==> config.mk <==
export PLATFORM = sky130hd
export DESIGN_NAME = aabb_overlap_resolver_unit_flat
export DESIGN_NICKNAME = d
export VERILOG_FILES = /design/src/sv/aor_pkg.sv /design/src/sv/aor_if.sv /design/src/sv/aor_datapath.sv /design/src/sv/aor_ctrl.sv /design/src/sv/aabb_overlap_resolver_unit.sv /design/src/flat_wrapper.sv
export SDC_FILE = /design/constraint.sdc
export NUM_CORES = 2
export LEC_CHECK = 0
export ABC_AREA = 1
export BUFFER_PORTS_ARGS = -buffer_cell sky130_fd_sc_hd__buf_2
export CORE_MARGIN = 1.5
export CORE_UTILIZATION = 25
export CTS_CLUSTER_DIAMETER = 100
export CTS_CLUSTER_SIZE = 25
export DETAILED_ROUTE_END_ITERATION = 10
export GPL_ROUTABILITY_DRIVEN = 0
export PLACE_DENSITY = 0.36
export SYNTH_ARGS = -nofsm -noshare
export SYNTH_HDL_FRONTEND = slang
export SYNTH_HIERARCHICAL = 1
export SYNTH_SLANG_ARGS = --single-unit
==> constraint.sdc <==
create_clock -name clock -period 16.8 [get_ports clock]
set_input_delay 0.84 -clock clock [delete_from_list [all_inputs] [get_ports clock]]
set_output_delay 0.84 -clock clock [all_outputs]
set_load 0.01 [all_outputs]
==> src/sv/aor_pkg.sv <==
`timescale 1ns / 1ps
// ----------------------------------------------------------------------------
// aor_pkg: shared types and constants of the box overlap resolver
// Field widths of the Q15.8 coordinates, the request and response payloads
// and the command and status bundles between the controller and the datapath.
// ----------------------------------------------------------------------------
package aor_pkg;

   // coordinate formats
   localparam int COORD_BITS = 24;
   localparam int FRAC_BITS  = 8;
   localparam int SIZE_BITS  = COORD_BITS - 1;
   localparam int EDGE_BITS  = COORD_BITS + 1;
   localparam int TWICE_BITS = COORD_BITS + 2;
   localparam int SPEED_BITS = COORD_BITS;
   localparam int SUM_BITS   = SPEED_BITS + 1;

   // split divider: dividend is depth * speed plus half the speed sum
   localparam int PROD_BITS  = SIZE_BITS + SPEED_BITS;
   localparam int NUM_BITS   = PROD_BITS + 1;
   localparam int QUO_BITS   = SIZE_BITS;
   localparam int DIV_STEPS  = QUO_BITS;
   localparam int CNT_BITS   = $clog2(DIV_STEPS);

   // request opcodes
   localparam logic OP_STORE   = 1'b0;
   localparam logic OP_RESOLVE = 1'b1;

   typedef struct packed {
      logic                         op;
      logic signed [COORD_BITS-1:0] pos_x;
      logic signed [COORD_BITS-1:0] pos_y;
      logic        [SIZE_BITS-1:0]  size_w;
      logic        [SIZE_BITS-1:0]  size_h;
      logic signed [COORD_BITS-1:0] vel_x;
      logic signed [COORD_BITS-1:0] vel_y;
      logic                         movable;
   } req_payload_type;

   typedef struct packed {
      logic                         along_x;
      logic signed [COORD_BITS-1:0] shift_first;
      logic signed [COORD_BITS-1:0] shift_second;
      logic                         stop_first;
      logic                         stop_second;
   } rsp_payload_type;

   // controller to datapath
   typedef struct packed {
      logic load_held;
      logic load_second;
      logic calc_edge;
      logic calc_axis;
      logic calc_sel;
      logic calc_mul;
      logic div_init;
      logic div_step;
      logic load_out;
   } cmd_type;

   // datapath to controller
   typedef struct packed {
      logic div_last;
   } status_type;

endpackage

==> src/sv/aor_if.sv <==
`timescale 1ns / 1ps
// ----------------------------------------------------------------------------
// aor_if: request and response channels of the box overlap resolver
// Valid/ready channels; a transfer happens when valid and ready are both high.
// ----------------------------------------------------------------------------

// request channel: one box per request
interface aor_req_if import aor_pkg::*; ();
   logic                         valid;
   logic                         ready;
   logic                         op;
   logic signed [COORD_BITS-1:0] pos_x;
   logic signed [COORD_BITS-1:0] pos_y;
   logic        [SIZE_BITS-1:0]  size_w;
   logic        [SIZE_BITS-1:0]  size_h;
   logic signed [COORD_BITS-1:0] vel_x;
   logic signed [COORD_BITS-1:0] vel_y;
   logic                         movable;

   modport source (
      output valid, op, pos_x, pos_y, size_w, size_h, vel_x, vel_y, movable,
      input  ready
   );
   modport sink (
      input  valid, op, pos_x, pos_y, size_w, size_h, vel_x, vel_y, movable,
      output ready
   );
endinterface

// response channel: one resolution per resolve request
interface aor_rsp_if import aor_pkg::*; ();
   logic                         valid;
   logic                         ready;
   logic                         along_x;
   logic signed [COORD_BITS-1:0] shift_first;
   logic signed [COORD_BITS-1:0] shift_second;
   logic                         stop_first;
   logic                         stop_second;

   modport source (
      output valid, along_x, shift_first, shift_second, stop_first, stop_second,
      input  ready
   );
   modport sink (
      input  valid, along_x, shift_first, shift_second, stop_first, stop_second,
      output ready
   );
endinterface

==> src/sv/aor_datapath.sv <==
`timescale 1ns / 1ps
// ----------------------------------------------------------------------------
// aor_datapath: box registers, intersection, axis choice and split divider
// Stores the first box, then works a resolve request through edge, axis,
// select and multiply registers and a radix-2 restoring divider, and holds
// the response payload register.
// ----------------------------------------------------------------------------
module aor_datapath import aor_pkg::*; (
   input  logic            clock,
   input  logic            reset,
   input  cmd_type         cmd,
   input  req_payload_type req_data,
   output status_type      status,
   output rsp_payload_type rsp_data
);

   // magnitude of a signed speed, fits unsigned at the same width
   function automatic logic [SPEED_BITS-1:0] speed_mag(input logic signed [COORD_BITS-1:0] v);
      logic [SPEED_BITS-1:0] m;
      m = v[COORD_BITS-1] ? SPEED_BITS'(-v) : SPEED_BITS'(v);
      return m;
   endfunction

   // twice the centre: 2*lo + len
   function automatic logic signed [TWICE_BITS-1:0] twice_centre(
      input logic signed [COORD_BITS-1:0] lo,
      input logic        [SIZE_BITS-1:0]  len
   );
      logic signed [TWICE_BITS-1:0] t;
      t = $signed({lo[COORD_BITS-1], lo, 1'b0}) + $signed({3'b000, len});
      return t;
   endfunction

   // first box (state)
   logic signed [COORD_BITS-1:0] x1_ff, x1_in, y1_ff, y1_in;
   logic        [SIZE_BITS-1:0]  w1_ff, w1_in, h1_ff, h1_in;
   logic signed [COORD_BITS-1:0] vx1_ff, vx1_in, vy1_ff, vy1_in;
   logic                         mv1_ff, mv1_in;

   // second box
   logic signed [COORD_BITS-1:0] x2_ff, x2_in, y2_ff, y2_in;
   logic        [SIZE_BITS-1:0]  w2_ff, w2_in, h2_ff, h2_in;
   logic signed [COORD_BITS-1:0] vx2_ff, vx2_in, vy2_ff, vy2_in;
   logic                         mv2_ff, mv2_in;

   // intersection edges
   logic signed [COORD_BITS-1:0] left_ff, left_in, top_ff, top_in;
   logic signed [EDGE_BITS-1:0]  right_ff, right_in, bottom_ff, bottom_in;

   // intersection box
   logic        [SIZE_BITS-1:0]  cw_ff, cw_in, ch_ff, ch_in;
   logic signed [COORD_BITS-1:0] cx_ff, cx_in, cy_ff, cy_in;

   // chosen axis operands
   logic                         ax_ff, ax_in;
   logic        [SIZE_BITS-1:0]  depth_ff, depth_in, clen_ff, clen_in;
   logic signed [COORD_BITS-1:0] clo_ff, clo_in, lo1_ff, lo1_in, lo2_ff, lo2_in;
   logic        [SIZE_BITS-1:0]  len1_ff, len1_in, len2_ff, len2_in;
   logic        [SPEED_BITS-1:0] spd_a_ff, spd_a_in, spd_b_ff, spd_b_in;

   // product, speed sum and push directions
   logic [PROD_BITS-1:0] prod_ff, prod_in;
   logic [SUM_BITS-1:0]  sum_ff, sum_in;
   logic                 neg1_ff, neg1_in, neg2_ff, neg2_in;

   // divider
   logic [SUM_BITS-1:0] rem_ff, rem_in;
   logic [QUO_BITS-1:0] dvd_ff, dvd_in, quo_ff, quo_in;
   logic [CNT_BITS-1:0] cnt_ff, cnt_in;

   // response payload
   rsp_payload_type out_ff, out_in;

   // combinational helpers
   logic signed [EDGE_BITS-1:0]  r1, r2, b1, b2;
   logic signed [EDGE_BITS-1:0]  left_ext, top_ext, cw_full, ch_full;
   logic                         overlap;
   logic [NUM_BITS-1:0]          num;
   logic [SUM_BITS:0]            trial;
   logic [SUM_BITS:0]            rem_shift;
   logic [SIZE_BITS:0]           depth_inc;
   logic [SIZE_BITS-1:0]         half, part1, part2, mag1, mag2;
   logic                         both, sneg2;
   logic signed [COORD_BITS-1:0] s1_pos, s2_pos;

   // far edges of both boxes
   assign r1 = $signed({x1_ff[COORD_BITS-1], x1_ff}) + $signed({2'b00, w1_ff});
   assign r2 = $signed({x2_ff[COORD_BITS-1], x2_ff}) + $signed({2'b00, w2_ff});
   assign b1 = $signed({y1_ff[COORD_BITS-1], y1_ff}) + $signed({2'b00, h1_ff});
   assign b2 = $signed({y2_ff[COORD_BITS-1], y2_ff}) + $signed({2'b00, h2_ff});

   // intersection extents
   assign left_ext = $signed({left_ff[COORD_BITS-1], left_ff});
   assign top_ext  = $signed({top_ff[COORD_BITS-1], top_ff});
   assign cw_full  = right_ff - left_ext;
   assign ch_full  = bottom_ff - top_ext;
   assign overlap  = (left_ext < right_ff) && (top_ext < bottom_ff);

   // divider step
   assign num       = NUM_BITS'(prod_ff) + NUM_BITS'(sum_ff[SUM_BITS-1:1]);
   assign rem_shift = {rem_ff, dvd_ff[QUO_BITS-1]};
   assign trial     = rem_shift - {1'b0, sum_ff};

   // split into the two shifts
   assign both      = mv1_ff & mv2_ff;
   assign depth_inc = {1'b0, depth_ff} + (SIZE_BITS+1)'(1);
   assign half      = depth_inc[SIZE_BITS:1];
   assign part1     = (sum_ff == '0) ? half : quo_ff;
   assign part2     = depth_ff - part1;
   assign mag1      = both ? part1 : depth_ff;
   assign mag2      = both ? part2 : depth_ff;
   assign sneg2     = both ? ~neg1_ff : neg2_ff;
   assign s1_pos    = $signed({1'b0, mag1});
   assign s2_pos    = $signed({1'b0, mag2});

   // next values
   always_comb begin
      x1_in = x1_ff;   y1_in = y1_ff;   w1_in = w1_ff;   h1_in = h1_ff;
      vx1_in = vx1_ff; vy1_in = vy1_ff; mv1_in = mv1_ff;
      x2_in = x2_ff;   y2_in = y2_ff;   w2_in = w2_ff;   h2_in = h2_ff;
      vx2_in = vx2_ff; vy2_in = vy2_ff; mv2_in = mv2_ff;
      left_in = left_ff; right_in = right_ff; top_in = top_ff; bottom_in = bottom_ff;
      cw_in = cw_ff; ch_in = ch_ff; cx_in = cx_ff; cy_in = cy_ff;
      ax_in = ax_ff; depth_in = depth_ff; clo_in = clo_ff; clen_in = clen_ff;
      lo1_in = lo1_ff; lo2_in = lo2_ff; len1_in = len1_ff; len2_in = len2_ff;
      spd_a_in = spd_a_ff; spd_b_in = spd_b_ff;
      prod_in = prod_ff; sum_in = sum_ff; neg1_in = neg1_ff; neg2_in = neg2_ff;
      rem_in = rem_ff; dvd_in = dvd_ff; quo_in = quo_ff; cnt_in = cnt_ff;
      out_in = out_ff;

      // store first box
      if (cmd.load_held) begin
         x1_in  = req_data.pos_x;  y1_in  = req_data.pos_y;
         w1_in  = req_data.size_w; h1_in  = req_data.size_h;
         vx1_in = req_data.vel_x;  vy1_in = req_data.vel_y;
         mv1_in = req_data.movable;
      end

      // capture second box
      if (cmd.load_second) begin
         x2_in  = req_data.pos_x;  y2_in  = req_data.pos_y;
         w2_in  = req_data.size_w; h2_in  = req_data.size_h;
         vx2_in = req_data.vel_x;  vy2_in = req_data.vel_y;
         mv2_in = req_data.movable;
      end

      // intersection edges
      if (cmd.calc_edge) begin
         left_in   = (x1_ff > x2_ff) ? x1_ff : x2_ff;
         top_in    = (y1_ff > y2_ff) ? y1_ff : y2_ff;
         right_in  = (r1 < r2) ? r1 : r2;
         bottom_in = (b1 < b2) ? b1 : b2;
      end

      // intersection box, all zero without overlap
      if (cmd.calc_axis) begin
         if (overlap) begin
            cw_in = cw_full[SIZE_BITS-1:0];
            ch_in = ch_full[SIZE_BITS-1:0];
            cx_in = left_ff;
            cy_in = top_ff;
         end else begin
            cw_in = '0;
            ch_in = '0;
            cx_in = '0;
            cy_in = '0;
         end
      end

      // axis choice: y when wider than tall
      if (cmd.calc_sel) begin
         ax_in = ~(cw_ff > ch_ff);
         if (ax_in) begin
            depth_in = cw_ff;  clo_in = cx_ff;  clen_in = cw_ff;
            lo1_in = x1_ff;    len1_in = w1_ff; lo2_in = x2_ff; len2_in = w2_ff;
            spd_a_in = speed_mag(vx1_ff);
            spd_b_in = speed_mag(vx2_ff);
         end else begin
            depth_in = ch_ff;  clo_in = cy_ff;  clen_in = ch_ff;
            lo1_in = y1_ff;    len1_in = h1_ff; lo2_in = y2_ff; len2_in = h2_ff;
            spd_a_in = speed_mag(vy1_ff);
            spd_b_in = speed_mag(vy2_ff);
         end
      end

      // weighted depth, speed sum and push directions
      if (cmd.calc_mul) begin
         prod_in = PROD_BITS'(depth_ff) * PROD_BITS'(spd_a_ff);
         sum_in  = {1'b0, spd_a_ff} + {1'b0, spd_b_ff};
         neg1_in = twice_centre(lo1_ff, len1_ff) < twice_centre(clo_ff, clen_ff);
         neg2_in = twice_centre(lo2_ff, len2_ff) < twice_centre(clo_ff, clen_ff);
      end

      // load divider, upper part is already below the divisor
      if (cmd.div_init) begin
         rem_in = num[NUM_BITS-1:QUO_BITS];
         dvd_in = num[QUO_BITS-1:0];
         quo_in = '0;
         cnt_in = '0;
      end

      // one quotient bit per step
      if (cmd.div_step) begin
         if (!trial[SUM_BITS]) begin
            rem_in = trial[SUM_BITS-1:0];
         end else begin
            rem_in = rem_shift[SUM_BITS-1:0];
         end
         dvd_in = {dvd_ff[QUO_BITS-2:0], 1'b0};
         quo_in = {quo_ff[QUO_BITS-2:0], ~trial[SUM_BITS]};
         cnt_in = cnt_ff + CNT_BITS'(1);
      end

      // response payload
      if (cmd.load_out) begin
         out_in.along_x      = ax_ff;
         out_in.shift_first  = mv1_ff ? (neg1_ff ? -s1_pos : s1_pos) : '0;
         out_in.shift_second = mv2_ff ? (sneg2 ? -s2_pos : s2_pos) : '0;
         out_in.stop_first   = mv1_ff;
         out_in.stop_second  = mv2_ff;
      end
   end

   // first box state
   always_ff @(posedge clock) begin
      if (reset) begin
         x1_ff  <= '0; y1_ff  <= '0; w1_ff <= '0; h1_ff <= '0;
         vx1_ff <= '0; vy1_ff <= '0; mv1_ff <= 1'b0;
      end else begin
         x1_ff  <= x1_in;  y1_ff  <= y1_in;  w1_ff <= w1_in; h1_ff <= h1_in;
         vx1_ff <= vx1_in; vy1_ff <= vy1_in; mv1_ff <= mv1_in;
      end
   end

   // working registers
   always_ff @(posedge clock) begin
      x2_ff  <= x2_in;  y2_ff  <= y2_in;  w2_ff <= w2_in; h2_ff <= h2_in;
      vx2_ff <= vx2_in; vy2_ff <= vy2_in; mv2_ff <= mv2_in;
      left_ff <= left_in; right_ff <= right_in; top_ff <= top_in; bottom_ff <= bottom_in;
      cw_ff <= cw_in; ch_ff <= ch_in; cx_ff <= cx_in; cy_ff <= cy_in;
      ax_ff <= ax_in; depth_ff <= depth_in; clo_ff <= clo_in; clen_ff <= clen_in;
      lo1_ff <= lo1_in; lo2_ff <= lo2_in; len1_ff <= len1_in; len2_ff <= len2_in;
      spd_a_ff <= spd_a_in; spd_b_ff <= spd_b_in;
      prod_ff <= prod_in; sum_ff <= sum_in; neg1_ff <= neg1_in; neg2_ff <= neg2_in;
      rem_ff <= rem_in; dvd_ff <= dvd_in; quo_ff <= quo_in;
      out_ff <= out_in;
   end

   // step counter
   always_ff @(posedge clock) begin
      if (reset) begin
         cnt_ff <= '0;
      end else begin
         cnt_ff <= cnt_in;
      end
   end

   assign status.div_last = (cnt_ff == CNT_BITS'(DIV_STEPS - 1));
   assign rsp_data        = out_ff;

endmodule

==> src/sv/aor_ctrl.sv <==
`timescale 1ns / 1ps
// ----------------------------------------------------------------------------
// aor_ctrl: sequencer of the box overlap resolver
// Takes requests, steps the datapath through a resolve and owns the
// response valid flag.
// ----------------------------------------------------------------------------
module aor_ctrl import aor_pkg::*; (
   input  logic       clock,
   input  logic       reset,
   input  logic       req_valid,
   input  logic       req_op,
   output logic       req_ready,
   output logic       rsp_valid,
   input  logic       rsp_ready,
   input  status_type status,
   output cmd_type    cmd
);

   localparam logic [2:0] ST_IDLE  = 3'd0;
   localparam logic [2:0] ST_EDGE  = 3'd1;
   localparam logic [2:0] ST_AXIS  = 3'd2;
   localparam logic [2:0] ST_SEL   = 3'd3;
   localparam logic [2:0] ST_MUL   = 3'd4;
   localparam logic [2:0] ST_DINIT = 3'd5;
   localparam logic [2:0] ST_DIV   = 3'd6;
   localparam logic [2:0] ST_FIN   = 3'd7;

   logic [2:0] state_ff, state_in;
   logic       rsp_valid_ff, rsp_valid_in;
   logic       req_fire, out_free;

   assign req_ready = (state_ff == ST_IDLE);
   assign req_fire  = req_valid & req_ready;
   assign out_free  = ~rsp_valid_ff | rsp_ready;

   // next state and commands
   always_comb begin
      state_in = state_ff;
      cmd      = '0;
      case (state_ff)
         ST_IDLE: begin
            if (req_fire) begin
               if (req_op == OP_STORE) begin
                  cmd.load_held = 1'b1;
               end else begin
                  cmd.load_second = 1'b1;
                  state_in        = ST_EDGE;
               end
            end
         end
         ST_EDGE: begin
            cmd.calc_edge = 1'b1;
            state_in      = ST_AXIS;
         end
         ST_AXIS: begin
            cmd.calc_axis = 1'b1;
            state_in      = ST_SEL;
         end
         ST_SEL: begin
            cmd.calc_sel = 1'b1;
            state_in     = ST_MUL;
         end
         ST_MUL: begin
            cmd.calc_mul = 1'b1;
            state_in     = ST_DINIT;
         end
         ST_DINIT: begin
            cmd.div_init = 1'b1;
            state_in     = ST_DIV;
         end
         ST_DIV: begin
            cmd.div_step = 1'b1;
            if (status.div_last) begin
               state_in = ST_FIN;
            end
         end
         ST_FIN: begin
            // wait here while an older response is still pending
            if (out_free) begin
               cmd.load_out = 1'b1;
               state_in     = ST_IDLE;
            end
         end
         default: begin
            state_in = ST_IDLE;
         end
      endcase
   end

   // response valid
   always_comb begin
      rsp_valid_in = rsp_valid_ff;
      if (rsp_valid_ff && rsp_ready) begin
         rsp_valid_in = 1'b0;
      end
      if (cmd.load_out) begin
         rsp_valid_in = 1'b1;
      end
   end

   always_ff @(posedge clock) begin
      if (reset) begin
         state_ff     <= ST_IDLE;
         rsp_valid_ff <= 1'b0;
      end else begin
         state_ff     <= state_in;
         rsp_valid_ff <= rsp_valid_in;
      end
   end

   assign rsp_valid = rsp_valid_ff;

   // a pending response is never overwritten
   a_no_overwrite: assert property (@(posedge clock) disable iff (reset)
      cmd.load_out |-> (!rsp_valid_ff || rsp_ready))
      else $error("response overwritten while pending");

   // a new response is always shown the next cycle
   a_out_shown: assert property (@(posedge clock) disable iff (reset)
      cmd.load_out |=> rsp_valid_ff)
      else $error("loaded response not valid");

   // a resolve request starts the sequence
   a_resolve_start: assert property (@(posedge clock) disable iff (reset)
      (req_fire && req_op == OP_RESOLVE) |=> (state_ff == ST_EDGE))
      else $error("resolve request did not start");

   // divider leaves after its last step
   a_div_end: assert property (@(posedge clock) disable iff (reset)
      (state_ff == ST_DIV && status.div_last) |=> (state_ff == ST_FIN))
      else $error("divider did not finish");

   // at most one of the loads of the box and output registers per cycle
   a_one_load: assert property (@(posedge clock) disable iff (reset)
      $onehot0({cmd.load_held, cmd.load_second, cmd.load_out}))
      else $error("conflicting register loads");

endmodule

==> src/sv/aabb_overlap_resolver_unit.sv <==
`timescale 1ns / 1ps
// ----------------------------------------------------------------------------
// aabb_overlap_resolver_unit: top level of the box overlap resolver
// Pushes two overlapping axis-aligned boxes apart along one axis, sharing
// the depth between movable boxes in proportion to their speeds.
//
//   channel   direction  contents
//   req_bus   in         op, box position, size, velocity, movable flag
//   rsp_bus   out        axis, shifts of both boxes, stop flags
//
// a store request (op 0) loads the first box and produces no response
// a resolve request (op 1) steps through the edge, axis, select, multiply,
// divider load and radix-2 restoring divider states, then raises valid
// the next request is taken right after, even while the response waits
// a response waiting for ready holds only a following resolve at its end
// synchronous reset clears the stored first box and the control state
// ----------------------------------------------------------------------------
module aabb_overlap_resolver_unit import aor_pkg::*; (
   input  logic      clock,
   input  logic      reset,
   aor_req_if.sink   req_bus,
   aor_rsp_if.source rsp_bus
);

   cmd_type         cmd;
   status_type      status;
   req_payload_type req_data;
   rsp_payload_type rsp_data;

   // request payload bundle
   assign req_data.op      = req_bus.op;
   assign req_data.pos_x   = req_bus.pos_x;
   assign req_data.pos_y   = req_bus.pos_y;
   assign req_data.size_w  = req_bus.size_w;
   assign req_data.size_h  = req_bus.size_h;
   assign req_data.vel_x   = req_bus.vel_x;
   assign req_data.vel_y   = req_bus.vel_y;
   assign req_data.movable = req_bus.movable;

   // sequencer
   aor_ctrl u_ctrl (
      .clock     (clock),
      .reset     (reset),
      .req_valid (req_bus.valid),
      .req_op    (req_bus.op),
      .req_ready (req_bus.ready),
      .rsp_valid (rsp_bus.valid),
      .rsp_ready (rsp_bus.ready),
      .status    (status),
      .cmd       (cmd)
   );

   // arithmetic
   aor_datapath u_datapath (
      .clock    (clock),
      .reset    (reset),
      .cmd      (cmd),
      .req_data (req_data),
      .status   (status),
      .rsp_data (rsp_data)
   );

   // response payload
   assign rsp_bus.along_x      = rsp_data.along_x;
   assign rsp_bus.shift_first  = rsp_data.shift_first;
   assign rsp_bus.shift_second = rsp_data.shift_second;
   assign rsp_bus.stop_first   = rsp_data.stop_first;
   assign rsp_bus.stop_second  = rsp_data.stop_second;

endmodule
==> src/flat_wrapper.sv <==
// flat-port wrapper written by rule: the top's interface ports become plain ports
module aabb_overlap_resolver_unit_flat import aor_pkg::*;
  (clock, reset, req_bus_valid, req_bus_op, req_bus_pos_x, req_bus_pos_y, req_bus_size_w, req_bus_size_h, req_bus_vel_x, req_bus_vel_y, req_bus_movable, req_bus_ready, rsp_bus_valid, rsp_bus_along_x, rsp_bus_shift_first, rsp_bus_shift_second, rsp_bus_stop_first, rsp_bus_stop_second, rsp_bus_ready);
  aor_req_if req_bus_i ();
  aor_rsp_if rsp_bus_i ();
  input  logic clock;
  input  logic reset;
  input wire logic [$bits(req_bus_i.valid)-1:0] req_bus_valid;
  input wire logic [$bits(req_bus_i.op)-1:0] req_bus_op;
  input wire logic [$bits(req_bus_i.pos_x)-1:0] req_bus_pos_x;
  input wire logic [$bits(req_bus_i.pos_y)-1:0] req_bus_pos_y;
  input wire logic [$bits(req_bus_i.size_w)-1:0] req_bus_size_w;
  input wire logic [$bits(req_bus_i.size_h)-1:0] req_bus_size_h;
  input wire logic [$bits(req_bus_i.vel_x)-1:0] req_bus_vel_x;
  input wire logic [$bits(req_bus_i.vel_y)-1:0] req_bus_vel_y;
  input wire logic [$bits(req_bus_i.movable)-1:0] req_bus_movable;
  output wire logic [$bits(req_bus_i.ready)-1:0] req_bus_ready;
  output wire logic [$bits(rsp_bus_i.valid)-1:0] rsp_bus_valid;
  output wire logic [$bits(rsp_bus_i.along_x)-1:0] rsp_bus_along_x;
  output wire logic [$bits(rsp_bus_i.shift_first)-1:0] rsp_bus_shift_first;
  output wire logic [$bits(rsp_bus_i.shift_second)-1:0] rsp_bus_shift_second;
  output wire logic [$bits(rsp_bus_i.stop_first)-1:0] rsp_bus_stop_first;
  output wire logic [$bits(rsp_bus_i.stop_second)-1:0] rsp_bus_stop_second;
  input wire logic [$bits(rsp_bus_i.ready)-1:0] rsp_bus_ready;
  assign req_bus_i.valid = req_bus_valid;
  assign req_bus_i.op = req_bus_op;
  assign req_bus_i.pos_x = req_bus_pos_x;
  assign req_bus_i.pos_y = req_bus_pos_y;
  assign req_bus_i.size_w = req_bus_size_w;
  assign req_bus_i.size_h = req_bus_size_h;
  assign req_bus_i.vel_x = req_bus_vel_x;
  assign req_bus_i.vel_y = req_bus_vel_y;
  assign req_bus_i.movable = req_bus_movable;
  assign req_bus_ready = req_bus_i.ready;
  assign rsp_bus_valid = rsp_bus_i.valid;
  assign rsp_bus_along_x = rsp_bus_i.along_x;
  assign rsp_bus_shift_first = rsp_bus_i.shift_first;
  assign rsp_bus_shift_second = rsp_bus_i.shift_second;
  assign rsp_bus_stop_first = rsp_bus_i.stop_first;
  assign rsp_bus_stop_second = rsp_bus_i.stop_second;
  assign rsp_bus_i.ready = rsp_bus_ready;
  aabb_overlap_resolver_unit u_core (.clock(clock), .reset(reset), .req_bus(req_bus_i), .rsp_bus(rsp_bus_i));
endmodule
== After elaboration in Yosys (flattened, before gate mapping) ==
Index checks and enable logic that the tools add are counted.
Storage, ports and cells
  register bits: 873
  input port bits: 148
Operators by class
  add/sub/neg operators: 21
  multiply operators: 1
  magnitude comparators: 9
  eq/ne operators: 12
  mux-type cells: 50
  bitwise gates (word level): 7
  reduce and logical (&&, ||, !) cells: 9
Operators by type and width (count)
  2-to-1 mux 23 bit: 12
  2-to-1 mux 24 bit: 11
  adder 24 x 24 -> 25 bit: 5
  2-to-1 mux 25 bit: 5
  negator 24 bit: 4
  adder 25 x 24 -> 26 bit: 3
  subtractor 23 bit: 3
  less-than comparator 26 bit: 2
  less-than comparator 24 x 25 -> 1 bit: 2
  less-than comparator 25 bit: 2
  adder 47 x 24 -> 48 bit: 1
  > comparator 24 bit: 2
  negator 23 -> 24 bit: 2
  multiplier 23 x 24 -> 47 bit: 1
  subtractor 26 x 25 -> 26 bit: 1
  logical NOT 25 bit: 1
  adder 23 x 1 -> 24 bit (second input constant): 1
  case mux 3 bit (8 select lines): 1
  > comparator 23 bit: 1
  2-to-1 mux 1 bit: 13
  == test 3 bit (second input constant): 4
  2-to-1 mux 3 bit: 4
  2-to-1 mux 5 bit: 2
  == test 3 x 2 -> 1 bit (second input constant): 2
  other kinds (14): 24

== Longest topological paths before layout ==
  depth in word-level cells: 6
  depth in mapped cells: 29

== Cells and area by module ==
The synthesis kept the hierarchy.
Modules (own cells, without submodules)
  aor_datapath: times used 1, cells an instance 9496, area an instance 76508.4 µm², sequential area each 24603.6 µm²
  aor_ctrl: times used 1, cells an instance 45, area an instance 259.0 µm², sequential area each 80.1 µm²

== Least setup slack after synthesis ==
No wires, ideal clock.
  path kind: register to register
  start: reg u_core.u_ctrl.state_ff[0]
  end: reg u_core.u_datapath.ax_ff, enable pin
  library setup time: 0.743 ns
  arrival time: 8.384 ns
  required time: 16.057 ns
  path slack: 7.673 ns
  stages on the path, launching flop included: 3
  buffers on the path: 0
  cells stage by stage: dfxtp_1 > nand2_2 > nor2_1
RTL lines
  from (decl): line aor_ctrl.sv:28  | logic [2:0] state_ff, state_in;
  from (signal assigned): line aor_ctrl.sv:106  | state_ff <= state_in;
  to (signal assigned): line aor_datapath.sv:241  | ax_ff <= ax_in; depth_ff <= depth_in; clo_ff <= clo_in; clen_ff <= clen_in;
  to (decl): line aor_datapath.sv:55  | logic ax_ff, ax_in;

==> reports/metrics.cfg <==
[sta]
setup_violations = 0
fin_setup_tns_ns = 0
worst_slack_ns = 9.48
hold_viol = 0
fin_crit_sh_pct = 43.6
timing.fmax_mhz = 137
min_period_ns = 7.32
clock_skew_ns = 0.0912
rsz0062_at_grt = no
drv_slew = 16
worstMarginPinSlew_ns = 1.51
slew_headroom_pct = -0.647

[drt]
first_pass_iters = 6
routed_via_density = 4.60
remaining_drc_errors = 0
ant_nets = 0
vias = 63400
wire_per_inst_um = 21.5
wl_um = 296000
drt_iter0_markers = 4195

[floorplan]
placementRows = 203
core-area_um2 = 306000
initial_core_util_pct = 25.1
io_pins = 201
dieArea_um2 = 310000
chipHeight_um = 557
die_w_um = 557

[clock_tree]
cts_htree_levels = 2
root_buffer = clkbuf_16
cts_tree = yes
cts_resized = 0
cts_setup_buffers = 0
cts_made_buffers = 61
cts_buffer_depth = 3
path_clk_slew_ns = 0.11
clkLatencyLatePin_ns = 0.83
clock-sinks = 873
cts_hold_buffers = 0

[synth]
async_reset_ff_share_pct = 0
yosysWarnings = 6
synth-edff-count = 720
syn_area_per_cell_um2 = 8.05
yosys.cell_types.count = 68
ys_seq_area_share_pct = 32.2
ys_seq_elements = 873
syn_nets = 10900
syn_area_um2 = 76800
synthFlopType = edfxtp_1
syn_inst = 9541

[power]
leakage_nw = 39.5
power.density_nw_per_um2 = 137
ir_drop_uv = 273
p_total_mw = 11.6

[place]
dp.cells = 13600
numPortBuffers = 200
dpl_worst_slack_ns = 9.50
dp_hpwl_um = 239000

[worst_setup_path]
r2r_start = u_core/u_datapath/clen_ff[6]
cp.required_ns = 17.32
slowest_stage = edfxtp_1
critPathMaxFanout = 18
crit_path_end_kind = flip-flop
critPathTopFamily = adder cells
arrival_ns = 7.84
crit_start = u_core/u_datapath/clen_ff[6]
cp_num_buf_inv = 8
cp-start-kind = flip-flop
crit_type = flip-flop to flip-flop
slowest_delay_ns = 0.87

[final_layout]
final_cell_mix = nand2_1 (2590), inv_1 (1549), edfxtp_1 (720)
fin_cells = 13800
nNetsFinal = 10900
mostFrequentLayoutCell = nand2_1
syn_to_final_growth_pct = 10.3
fillers = 33200
drive_gt1_share_pct = 5.54

[run_status]
violations = slew limit
status = complete, but fails checks

[grt]
grtUsageMet3_pct = 1.70
grt_start_max_net_pins = 156
grt_pass1_wl_um = 433000
met2_usage_pct = 30.4
grt_busiest_layer = met2
grt_usage_pct = 18.8
overflow = 0
antenna_found_initial = 25
grt_pass1_vias = 63800
groute.layer.met1.usage_pct = 27.1

[job]
drv_cap = 0

[hold_path]
min-delay-start = req_bus_size_h[9]
min_path_type = input pin to flip-flop

[kinds of logic after synthesis]
logic type                 count (synthesis)  synth area share, %
AOI/OAI and AO/OA                       1413                 10.3
xor gates and xnor gates                 341                 3.89
adders and majority gates               1170                 23.7
buffers and inverters                   1859                 9.33
DFF                                      873                 32.2
and+or+nand+nor                         3885                 20.7
[routing by layer]
| layer | share of wire [%] | up-vias |
|---|---|---|
| met5 | 0.051 | - |
| met4 | 2.1 | 26 |
| met3 | 3.7 | 238 |
| met2 | 45 | 1342 |
| met1 | 49 | 30900 |
| li1 | - | 30900 |
[Yosys cell counts (27+ instances only)]
cell type     n  share of area [%]
edfxtp_1    720                 28
dfxtp_1     153                4.0
a21o_1       34               0.33
xnor2_1     119                1.4
buf_1        33               0.16
o211ai_1     40               0.39
a21oi_1     656                4.3
xor2_1      222                2.5
nand4_1      83               0.68
a31oi_1      54               0.44
buf_2        37               0.24
ha_1        698                 11
nor4_1       27               0.22
a211oi_1     40               0.39
o21bai_1     42               0.41
or2_2        28               0.23
nand2_1    2591                 13
nand3_1     348                2.3
o21ai_0     399                2.6
fa_1        472                 12
clkbuf_1    191               0.93
inv_1      1552                7.6
nand2_2      38               0.31
nor3_1       83               0.54
nor2_1      606                3.0
o21a_1       28               0.27
o21ai_1      40               0.26
[sequential cells by signal (all words and copies together), names as in the netlist, 25 cells and up]
name                         count
u_core/u_datapath/rsp_data      51
u_core/u_datapath/sum_ff        25
u_core/u_datapath/right_ff      25
u_core/u_datapath/rem_ff        25
u_core/u_datapath/prod_ff       47
u_core/u_datapath/bottom_ff     25
[path summary, 6_finish.rpt]
path | slack [ns] | endpoint | cells past startpoint
setup reg to reg | 9.48 | u_core/u_datapath/prod_ff[46] | 26
hold / removal | 0.20 | u_core/u_datapath/h2_ff[9] | 1
hold reg to reg | 0.45 | u_core/u_datapath/rsp_data[50] | 0
setup / recovery | 9.48 | u_core/u_datapath/prod_ff[46] | 26
[through the flow]
| stage | cell area (um^2) | utilization (%) | hold slack [ns] |
|---|---|---|---|
| after floorplan | 76800 | - | 0.400 |
| after global placement | 82400 | 27.0 | 0.405 |
| after detailed placement | 82400 | 27.0 | 0.410 |
| after CTS | 84700 | 27.7 | 0.104 |
| after global routing | 84700 | 27.7 | 0.141 |
| final | 84700 | 27.7 | 0.198 |
[power by group]
group          internal (mW)  switching [mW]  leakage (nW)
sequential              2.80           0.153          7.92
clock                  0.773           0.983          1.09
combinational           2.33            4.58          30.5
total                   5.91            5.71          39.5
[area by class of cell]
| type | count | area [um^2] | share of cell area [%] |
|---|---|---|---|
| Antenna cell | 13 | 32.5 | 0.0384 |
| Clock buffer | 73 | 1600 | 1.89 |
| Clock inverter | 41 | 687 | 0.811 |
| Inverter | 1573 | 5910 | 6.98 |
| Multi-Input combinational cell | 6809 | 45000 | 53.1 |
| Sequential cell | 873 | 24700 | 29.1 |
| Tap cell | 4100 | 5130 | 6.06 |
| Timing Repair Buffer | 284 | 1660 | 1.96 |
No activity file was read; power rests on OpenSTA's default activity.
